File: src/rtl/core/mbet_pkg.sv
// ----------------------------------------------------------------------------
// mbet_pkg - shared types and constants for the escape-time core
// Fixed-point widths (signed Q4.28), register indexes and saturation helpers.
// ----------------------------------------------------------------------------
`default_nettype none

package mbet_pkg;

	// Value format: signed, FRAC_W fraction bits, four integer bits
	localparam int FRAC_W     = 28;
	localparam int VAL_W      = FRAC_W + 4;
	localparam int EXT_W      = VAL_W + 2;   // headroom for sums before clamping
	localparam int HS_W       = 31;          // half_step register width
	localparam int MUL_W      = 31;          // shared multiplier operand width
	localparam int PROD_W     = 2 * MUL_W;

	localparam int CFG_IDX_W  = 3;
	localparam int CFG_DATA_W = 32;

	// Register indexes
	localparam logic [CFG_IDX_W-1:0] CFG_CENTER_RE = 3'd0;
	localparam logic [CFG_IDX_W-1:0] CFG_CENTER_IM = 3'd1;
	localparam logic [CFG_IDX_W-1:0] CFG_HALF_STEP = 3'd2;
	localparam logic [CFG_IDX_W-1:0] CFG_WIDTH     = 3'd3;
	localparam logic [CFG_IDX_W-1:0] CFG_HEIGHT    = 3'd4;
	localparam logic [CFG_IDX_W-1:0] CFG_LIMIT     = 3'd5;

	typedef logic signed [VAL_W-1:0] val_t;
	typedef logic signed [EXT_W-1:0] ext_t;

	localparam val_t VAL_MAX = {1'b0, {(VAL_W-1){1'b1}}};
	localparam val_t VAL_MIN = {1'b1, {(VAL_W-1){1'b0}}};

	// 4.0 as an unsigned sum of two squares
	localparam logic [VAL_W-1:0] FOUR = VAL_W'(1) << (FRAC_W + 2);

	// Clamp a widened value into the Q4 range
	function automatic val_t sat_val(input ext_t v);
		val_t r;
		if (v > ext_t'(VAL_MAX)) begin
			r = VAL_MAX;
		end else if (v < ext_t'(VAL_MIN)) begin
			r = VAL_MIN;
		end else begin
			r = v[VAL_W-1:0];
		end
		return r;
	endfunction

	// Signed clamp of a magnitude product with a separate sign
	function automatic val_t off_clamp(input logic [PROD_W-1:0] p, input logic neg);
		logic big;
		val_t m;
		big = |p[PROD_W-1:VAL_W-1];
		m   = {1'b0, p[VAL_W-2:0]};
		if (big) begin
			return neg ? VAL_MIN : VAL_MAX;
		end
		return neg ? -m : m;
	endfunction

endpackage

`default_nettype wire

File: src/rtl/core/mandelbrot_escape_time_core.sv
// ----------------------------------------------------------------------------
// mandelbrot_escape_time_core - Mandelbrot escape count for one pixel
// Sequence: after start is taken, the mapping states MAPX, MAPY and MAPC run,
//   then ITER, SQI, XP and UPD for each iteration until done pulses.
// One item at a time: start is taken only while idle, as the single shared
//   31x31 multiplier serves the mapping and all three products of z^2.
// Results are pulsed for one cycle on done; the receiver cannot stall.
// Reset: async, active low; idle, config registers at their defaults, datapath not reset.
// ----------------------------------------------------------------------------
`default_nettype none

module mandelbrot_escape_time_core #(
	parameter int COORD_BITS = 12,
	parameter int COUNT_BITS = 16
) (
	input  wire logic                             clk,
	input  wire logic                             arst_n,
	// item channel
	input  wire logic                             start,
	output logic                                  busy,
	input  wire logic [COORD_BITS-1:0]            pixel_x,
	input  wire logic [COORD_BITS-1:0]            pixel_y,
	// result channel
	output logic                                  done,
	output logic [COUNT_BITS-1:0]                 escape_count,
	output logic                                  reached_limit,
	// register write channel
	input  wire logic                             cfg_valid,
	output logic                                  cfg_ready,
	input  wire logic [mbet_pkg::CFG_IDX_W-1:0]   cfg_index,
	input  wire logic [mbet_pkg::CFG_DATA_W-1:0]  cfg_data
);
	import mbet_pkg::*;

	localparam int SIZE_W = COORD_BITS + 1;   // frame size / offset magnitude
	localparam int D_W    = COORD_BITS + 2;   // signed pixel offset 2*pos - size

	localparam logic [SIZE_W-1:0]     WIDTH_RST  = SIZE_W'(640);
	localparam logic [SIZE_W-1:0]     HEIGHT_RST = SIZE_W'(480);
	localparam logic [COUNT_BITS-1:0] LIMIT_RST  = COUNT_BITS'(256);
	localparam logic [HS_W-1:0]       HS_RST     = HS_W'(1048576);

	// Sequencer codes
	localparam logic [2:0] ST_IDLE = 3'd0;
	localparam logic [2:0] ST_MAPX = 3'd1;   // |dx| * half_step
	localparam logic [2:0] ST_MAPY = 3'd2;   // c_re out, |dy| * half_step
	localparam logic [2:0] ST_MAPC = 3'd3;   // c_im out
	localparam logic [2:0] ST_ITER = 3'd4;   // limit and |re|, |im| >= 2 checks, re^2
	localparam logic [2:0] ST_SQI  = 3'd5;   // im^2
	localparam logic [2:0] ST_XP   = 3'd6;   // |z|^2 >= 4 check, re*im
	localparam logic [2:0] ST_UPD  = 3'd7;   // z = z^2 + c

	// Configuration registers
	val_t                  center_re_q;
	val_t                  center_im_q;
	logic [HS_W-1:0]       half_step_q;
	logic [SIZE_W-1:0]     width_q;
	logic [SIZE_W-1:0]     height_q;
	logic [COUNT_BITS-1:0] limit_q;

	// Sequencer and working state
	logic [2:0]            state_q;
	logic [COORD_BITS-1:0] pix_x_q;
	logic [COORD_BITS-1:0] pix_y_q;
	val_t                  cr_q;
	val_t                  ci_q;
	val_t                  zr_q;
	val_t                  zi_q;
	logic [FRAC_W:0]       mr_q;       // |re| once known below 2
	logic [FRAC_W:0]       mi_q;
	logic                  neg_q;      // sign of re*im
	logic [MUL_W-1:0]      sr_q;       // floor(re^2)
	logic [MUL_W-1:0]      si_q;       // floor(im^2)
	logic [COUNT_BITS-1:0] count_q;

	// Shared multiplier
	logic [MUL_W-1:0]      mul_a;
	logic [MUL_W-1:0]      mul_b;
	logic [PROD_W-1:0]     prod_q;

	// Result register
	logic                  done_q;
	logic [COUNT_BITS-1:0] escape_count_q;
	logic                  reached_limit_q;

	// Combinational helpers
	logic signed [D_W-1:0] dx;
	logic signed [D_W-1:0] dy;
	logic [SIZE_W-1:0]     dx_mag;
	logic [SIZE_W-1:0]     dy_mag;
	logic [VAL_W-1:0]      mag_r;
	logic [VAL_W-1:0]      mag_i;
	logic                  big_z;
	logic [MUL_W-1:0]      si_now;
	logic [VAL_W-1:0]      sq_sum;
	logic [EXT_W-1:0]      xp_mag;
	ext_t                  xp_val;
	val_t                  zr_next;
	val_t                  zi_next;
	val_t                  map_val;

	assign busy      = (state_q != ST_IDLE);
	assign cfg_ready = 1'b1;

	// ---- Register file ------------------------------------------------------
	always_ff @(posedge clk or negedge arst_n) begin
		if (!arst_n) begin
			center_re_q <= '0;
			center_im_q <= '0;
			half_step_q <= HS_RST;
			width_q     <= WIDTH_RST;
			height_q    <= HEIGHT_RST;
			limit_q     <= LIMIT_RST;
		end else if (cfg_valid && cfg_ready) begin
			case (cfg_index)
				CFG_CENTER_RE: center_re_q <= cfg_data[VAL_W-1:0];
				CFG_CENTER_IM: center_im_q <= cfg_data[VAL_W-1:0];
				CFG_HALF_STEP: half_step_q <= cfg_data[HS_W-1:0];
				CFG_WIDTH:     width_q     <= cfg_data[SIZE_W-1:0];
				CFG_HEIGHT:    height_q    <= cfg_data[SIZE_W-1:0];
				CFG_LIMIT:     limit_q     <= cfg_data[COUNT_BITS-1:0];
				default: ;   // unmapped index, write dropped
			endcase
		end
	end

	// ---- Pixel to c mapping -------------------------------------------------
	// Offsets in units of half a pixel pitch; magnitude always fits SIZE_W bits.
	assign dx     = D_W'({1'b0, pix_x_q, 1'b0}) - D_W'({1'b0, width_q});
	assign dy     = D_W'({1'b0, pix_y_q, 1'b0}) - D_W'({1'b0, height_q});
	assign dx_mag = dx[D_W-1] ? SIZE_W'(-dx) : dx[SIZE_W-1:0];
	assign dy_mag = dy[D_W-1] ? SIZE_W'(-dy) : dy[SIZE_W-1:0];

	// The product register holds the offset of whichever axis finished last.
	always_comb begin
		if (state_q == ST_MAPY) begin
			map_val = sat_val(ext_t'(off_clamp(prod_q, dx[D_W-1])) + ext_t'(center_re_q));
		end else begin
			map_val = sat_val(ext_t'(off_clamp(prod_q, dy[D_W-1])) + ext_t'(center_im_q));
		end
	end

	// ---- Iteration datapath -------------------------------------------------
	assign mag_r = zr_q[VAL_W-1] ? VAL_W'(-zr_q) : VAL_W'(zr_q);
	assign mag_i = zi_q[VAL_W-1] ? VAL_W'(-zi_q) : VAL_W'(zi_q);
	// |re| or |im| at or beyond 2.0
	assign big_z = (|mag_r[VAL_W-1:FRAC_W+1]) || (|mag_i[VAL_W-1:FRAC_W+1]);

	// Squares are below 2^(2*FRAC_W+2), so the shifted value fits MUL_W bits.
	assign si_now = prod_q[FRAC_W+MUL_W-1:FRAC_W];
	assign sq_sum = VAL_W'(sr_q) + VAL_W'(si_now);

	// 2*re*im: floor of the product over 2^(FRAC_W-1), sign applied after
	// the magnitude so that dropped bits round towards minus infinity.
	assign xp_mag = {{(EXT_W-VAL_W){1'b0}}, prod_q[FRAC_W+VAL_W-2:FRAC_W-1]}
		+ EXT_W'(|prod_q[FRAC_W-2:0] & neg_q);
	assign xp_val = neg_q ? -ext_t'(xp_mag) : ext_t'(xp_mag);

	assign zi_next = sat_val(xp_val + ext_t'(ci_q));
	assign zr_next = sat_val(ext_t'({{(EXT_W-MUL_W){1'b0}}, sr_q})
		- ext_t'({{(EXT_W-MUL_W){1'b0}}, si_q}) + ext_t'(cr_q));

	// ---- Shared multiplier --------------------------------------------------
	always_comb begin
		mul_a = '0;
		mul_b = '0;
		case (state_q)
			ST_MAPX: begin
				mul_a = MUL_W'(half_step_q);
				mul_b = MUL_W'(dx_mag);
			end
			ST_MAPY: begin
				mul_a = MUL_W'(half_step_q);
				mul_b = MUL_W'(dy_mag);
			end
			ST_ITER: begin
				mul_a = MUL_W'(mag_r[FRAC_W:0]);
				mul_b = MUL_W'(mag_r[FRAC_W:0]);
			end
			ST_SQI: begin
				mul_a = MUL_W'(mi_q);
				mul_b = MUL_W'(mi_q);
			end
			ST_XP: begin
				mul_a = MUL_W'(mr_q);
				mul_b = MUL_W'(mi_q);
			end
			default: ;
		endcase
	end

	always_ff @(posedge clk) begin
		prod_q <= PROD_W'(mul_a) * PROD_W'(mul_b);
	end

	// ---- Working registers --------------------------------------------------
	always_ff @(posedge clk) begin
		case (state_q)
			ST_IDLE: begin
				pix_x_q <= pixel_x;
				pix_y_q <= pixel_y;
				zr_q    <= '0;
				zi_q    <= '0;
			end
			ST_MAPY: cr_q <= map_val;
			ST_MAPC: ci_q <= map_val;
			ST_ITER: begin
				mr_q  <= mag_r[FRAC_W:0];
				mi_q  <= mag_i[FRAC_W:0];
				neg_q <= zr_q[VAL_W-1] ^ zi_q[VAL_W-1];
			end
			ST_SQI: sr_q <= prod_q[FRAC_W+MUL_W-1:FRAC_W];
			ST_XP:  si_q <= si_now;
			ST_UPD: begin
				zr_q <= zr_next;
				zi_q <= zi_next;
			end
			default: ;
		endcase
	end

	// ---- Sequencer ----------------------------------------------------------
	always_ff @(posedge clk or negedge arst_n) begin
		if (!arst_n) begin
			state_q         <= ST_IDLE;
			count_q         <= '0;
			done_q          <= 1'b0;
			escape_count_q  <= '0;
			reached_limit_q <= 1'b0;
		end else begin
			done_q <= 1'b0;
			case (state_q)
				ST_IDLE: begin
					if (start) begin
						count_q <= '0;
						state_q <= ST_MAPX;
					end
				end
				ST_MAPX: state_q <= ST_MAPY;
				ST_MAPY: state_q <= ST_MAPC;
				ST_MAPC: state_q <= ST_ITER;
				ST_ITER: begin
					// limit reached, or one component already beyond 2
					if ((count_q >= limit_q) || big_z) begin
						done_q          <= 1'b1;
						escape_count_q  <= count_q;
						reached_limit_q <= (count_q == limit_q);
						state_q         <= ST_IDLE;
					end else begin
						state_q <= ST_SQI;
					end
				end
				ST_SQI: state_q <= ST_XP;
				ST_XP: begin
					if (sq_sum >= FOUR) begin
						done_q          <= 1'b1;
						escape_count_q  <= count_q;
						reached_limit_q <= (count_q == limit_q);
						state_q         <= ST_IDLE;
					end else begin
						state_q <= ST_UPD;
					end
				end
				ST_UPD: begin
					count_q <= count_q + COUNT_BITS'(1);
					state_q <= ST_ITER;
				end
				default: state_q <= ST_IDLE;
			endcase
		end
	end

	assign done          = done_q;
	assign escape_count  = escape_count_q;
	assign reached_limit = reached_limit_q;

	// ---- Assertions ---------------------------------------------------------
	// A result only ends a run that was in progress.
	a_done_after_busy: assert property (@(posedge clk) disable iff (!arst_n)
		done |-> $past(busy))
		else $error("result without a run in progress");

	// The count never passes the limit.
	a_count_bound: assert property (@(posedge clk) disable iff (!arst_n)
		(state_q == ST_ITER) |-> (count_q <= limit_q))
		else $error("iteration count beyond limit");

	// The limit flag agrees with the reported count.
	a_limit_flag: assert property (@(posedge clk) disable iff (!arst_n)
		done |-> (reached_limit == (escape_count == limit_q)))
		else $error("limit flag disagrees with count");

	// A run that starts leaves idle on the next edge.
	a_start_runs: assert property (@(posedge clk) disable iff (!arst_n)
		(start && !busy) |=> (state_q == ST_MAPX))
		else $error("accepted item did not start the run");

endmodule

`default_nettype wire
File: config.mk
export PLATFORM = sky130hd
export DESIGN_NAME = mandelbrot_escape_time_core
export DESIGN_NICKNAME = d
export VERILOG_FILES = /design/src/rtl/core/mbet_pkg.sv /design/src/rtl/core/mandelbrot_escape_time_core.sv
export SDC_FILE = /design/constraint.sdc
export NUM_CORES = 2
export LEC_CHECK = 0
export ABC_AREA = 0
export BUFFER_PORTS_ARGS = -buffer_cell sky130_fd_sc_hd__clkbuf_2
export CORE_MARGIN = 1.5
export CORE_UTILIZATION = 50
export DETAILED_ROUTE_END_ITERATION = 12
export HOLD_SLACK_MARGIN = 0.12
export PLACE_DENSITY = 0.66
export SLEW_MARGIN = 20
export SYNTH_ARGS = -nofsm -noshare
export SYNTH_HDL_FRONTEND = slang
export SYNTH_SLANG_ARGS = --single-unit
export TNS_END_PERCENT = 1
File: constraint.sdc
create_clock -name clk -period 21 [get_ports clk]
set_input_delay 4.2 -clock clk [delete_from_list [all_inputs] [get_ports clk]]
set_output_delay 4.2 -clock clk [all_outputs]
set_load 0.1 [all_outputs]
==> impl_metrics.py <==
metrics = {
    "outcome": {
        "status": "complete, no violations",
    },
    "grt": {
        "track_usage_pct": 31.54,
        "gr-usage-met2_pct": 49.02,
        "antenna_found_initial": 16,
        "met1_usage_pct": 43.63,
        "use_met3_pct": 5.675,
        "grt_max_degree": 76,
        "grt.busiest_layer": "met2",
        "grt_overflow": 0,
        "grt_pass1_wl_mm": 305.5,
        "grt_pass1_vias": 50164,
    },
    "worst_setup_path": {
        "slowest_delay_ns": 0.67,
        "cp_top_family": "adder cells",
        "cp-start-kind": "flip-flop",
        "reg2reg_from": "pix_y_q[0]$_DFFE_PN_",
        "path_class": "reg2reg",
        "path_common_cell": "fa_1",
        "required_ns": 21.57,
        "r2r_setup_slack_ns": 9.21,
        "crit_arrival_ns": 12.36,
        "crit_path_end_kind": "flip-flop",
        "critPathMaxFanout": 31,
        "critPathSlowestCell": "a21oi_1",
        "cp.buffers_inverters": 8,
        "crit_start": "pix_y_q[0]$_DFFE_PN_",
    },
    "cells_and_area": {
        "final_util_pct": 53.79,
        "final_common_cell": "inv_1",
        "final_nets": 8177,
        "multiInputGateArea_sq_um": 44570,
        "post_route_cells_drive_above_1_share_pct": 7.635,
        "final_cell_mix": "inv_1 (1,003), nand2_1 (900), fa_1 (788), ha_1 (498), nor2_1 (370)",
        "area_delta_synth_final_pct": 6.822,
        "fin_area_sq_um": 67460,
        "fillers": 11506,
        "seq_area_sq_um": 13800,
    },
    "clocking": {
        "worstSkewPairLatency_ns": 0.67,
        "htreeDepth": 2,
        "post_cts_buffers": 0,
        "cts_resized": 0,
        "ctsLongestPathBuffers": 3,
        "holdBufCountCts": 0,
        "cts-buffers-inserted": 56,
        "path_clk_slew_ns": 0.06,
        "cts_tree": "yes",
        "cts_sinks": 509,
        "root_buffer": "clkbuf_16",
    },
    "routing": {
        "drc": 0,
        "routed_wl_mm": 200.7,
        "final_antenna_net_count": 0,
        "vias": 50992,
        "drt-vias-per-instance": 5.976,
        "drt_pre_antenna_iters": 6,
        "drt-initial-drc-count": 4928,
        "wl_per_cell_um": 23.52,
    },
    "placement": {
        "gp_congestion": 0.9470,
        "port_buffers": 81,
        "hpwl_mm": 154.5,
        "postPlaceCellArea_sq_um": 65380,
    },
    "floorplan": {
        "core.rowCount": 130,
        "fp.dieW_um": 358.4,
        "die_h_um": 358.4,
        "coreArea_sq_um": 125400,
        "ioPinCount": 83,
        "die-area_sq_um": 128400,
        "start_util_pct": 50.35,
    },
    "run": {
        "cap_violations": 0,
    },
    "yosys": {
        "ys_seq_area_share_pct": 21.86,
        "syn-instance-count": 6882,
        "synthArstFlopShare_pct": 34.18,
        "syn-cell-area_sq_um": 63150,
        "synth.area.top_cells": "fa_1 (25%), edfxtp_1 (13%), ha_1 (9.9%)",
        "syn_area_per_cell_sq_um": 9.176,
        "yosys_warnings": 0,
        "synth.top_cell.area_share_pct": 24.98,
        "ys_seq_elements": 509,
        "synth.distinct_cells": 97,
        "yosysTopAreaCell": "fa_1",
        "synthFlopType": "edfxtp_1",
        "synth_edf_count": 273,
    },
    "sta": {
        "layout_min_cycle_time_ns": 11.79,
        "worst_pin_slew_ns": 1.169,
        "clock.fmax_mhz": 84.83,
        "finalSetupViolations": 0,
        "fin_skew_ns": 0.03615,
        "hold_viol_final": 0,
        "relSlewSlack_pct": 21.85,
        "finalSetupTns_ns": 0,
        "fin_crit_sh_pct": 56.13,
        "whs_ns": 0.5005,
        "slew_viol_final": 0,
        "rsz0062_at_grt": "false",
    },
    "worst_hold_path": {
        "worstHoldStart": "zr_q[0]$_SDFFCE_PN0P_",
        "hold_class": "reg2reg",
    },
}
-- path summary, 6_finish.rpt --
check | endpoint | cells after the start
max | prod_q[61]$_DFF_P_ | 38
min | mr_q[0]$_DFFE_PP_ | 0
max reg2reg | prod_q[61]$_DFF_P_ | 38
min reg2reg | mr_q[0]$_DFFE_PP_ | 0
max in group asynchronous | state_q[2]$_DFFE_PN0P_ | 3
min in group asynchronous | center_re_q[11]$_DFFE_PN0P_ | 1
-- worst reg2reg max path, delay by kind of cell, from the launching register on --
kind            cells  cell delay, ns
compound gates     12            4.20
simple gates        6            1.16
fa+ha+maj          10            4.84
xor+xnor            2            0.27
flops               1            0.42
buf+inv             8            0.83
-- layout make-up --
cell class	instances	area share, %
well taps	1650	3.060
flip-flops and latches	509	20.46
multi-input cells	5073	66.08
diodes	7	0.02597
repair buffers	183	1.757
clock buffers	80	2.426
inverters	1005	5.592
clock inverters	26	0.5973
-- layer usage --
metal  wire (um)  vias up  share of wire (%)
met4        9284        0                4.6
met2       89160     2211                 44
met5           0        -                  0
li1            -    22841                  -
met3       18360      410                9.1
met1       83870    25530                 42
-- stage by stage --
| step | cells | setup WS [ns] |
|---|---|---|
| after CTS | 8525 | 9.062 |
| after global placement | 8419 | 9.340 |
| after global routing | 8528 | 8.558 |
| final | 8533 | 9.212 |
| after floorplan | 6914 | 10.58 |
| after detailed placement | 8419 | 9.124 |
-- state kept, by name, summed over array words and instances (netlist names), 32 cells and up --
signal       flops
prod_q          62
center_im_q     32
center_re_q     32
ci_q            32
cr_q            32
zi_q            32
zr_q            32
-- cell families after synthesis --
family / synth area share (%)
fa+ha+maj: 34.85
other cells: 0.01189
flops: 21.86
simple gates: 14.05
mux: 2.788
compound gates: 13.91
buf+inv: 8.056
xor+xnor: 4.480
-- synthesized netlist by cell type (12+ instances only) --
master	instances
a21o_1	155
nor2b_1	57
nor3_1	76
or2_2	26
nand2_1	901
o21bai_1	28
and3_1	40
and4_1	14
o21ai_0	330
nand3_1	110
or3_1	47
and2_1	87
nand4_1	62
mux2_2	131
mux2i_1	15
o21ai_1	18
buf_2	31
inv_1	1003
dfrtp_1	166
o31a_1	13
xnor2_1	215
o311ai_0	41
nor4_1	31
o31ai_1	23
a221o_1	30
a221oi_1	31
nand3b_1	14
a211oi_1	45
edfxtp_1	273
xor2_1	108
nor2_1	376
dfxtp_1	62
clkbuf_1	270
buf_1	18
o211ai_1	39
a22oi_1	33
a21oi_1	320
a31oi_1	38
nand2b_1	39
ha_1	498
a22o_1	27
fa_1	788
o21a_1	47
a211o_1	12
Power is not shown: default switching activity piles up to over one toggle a cycle in this logic, so the estimate is an artifact.
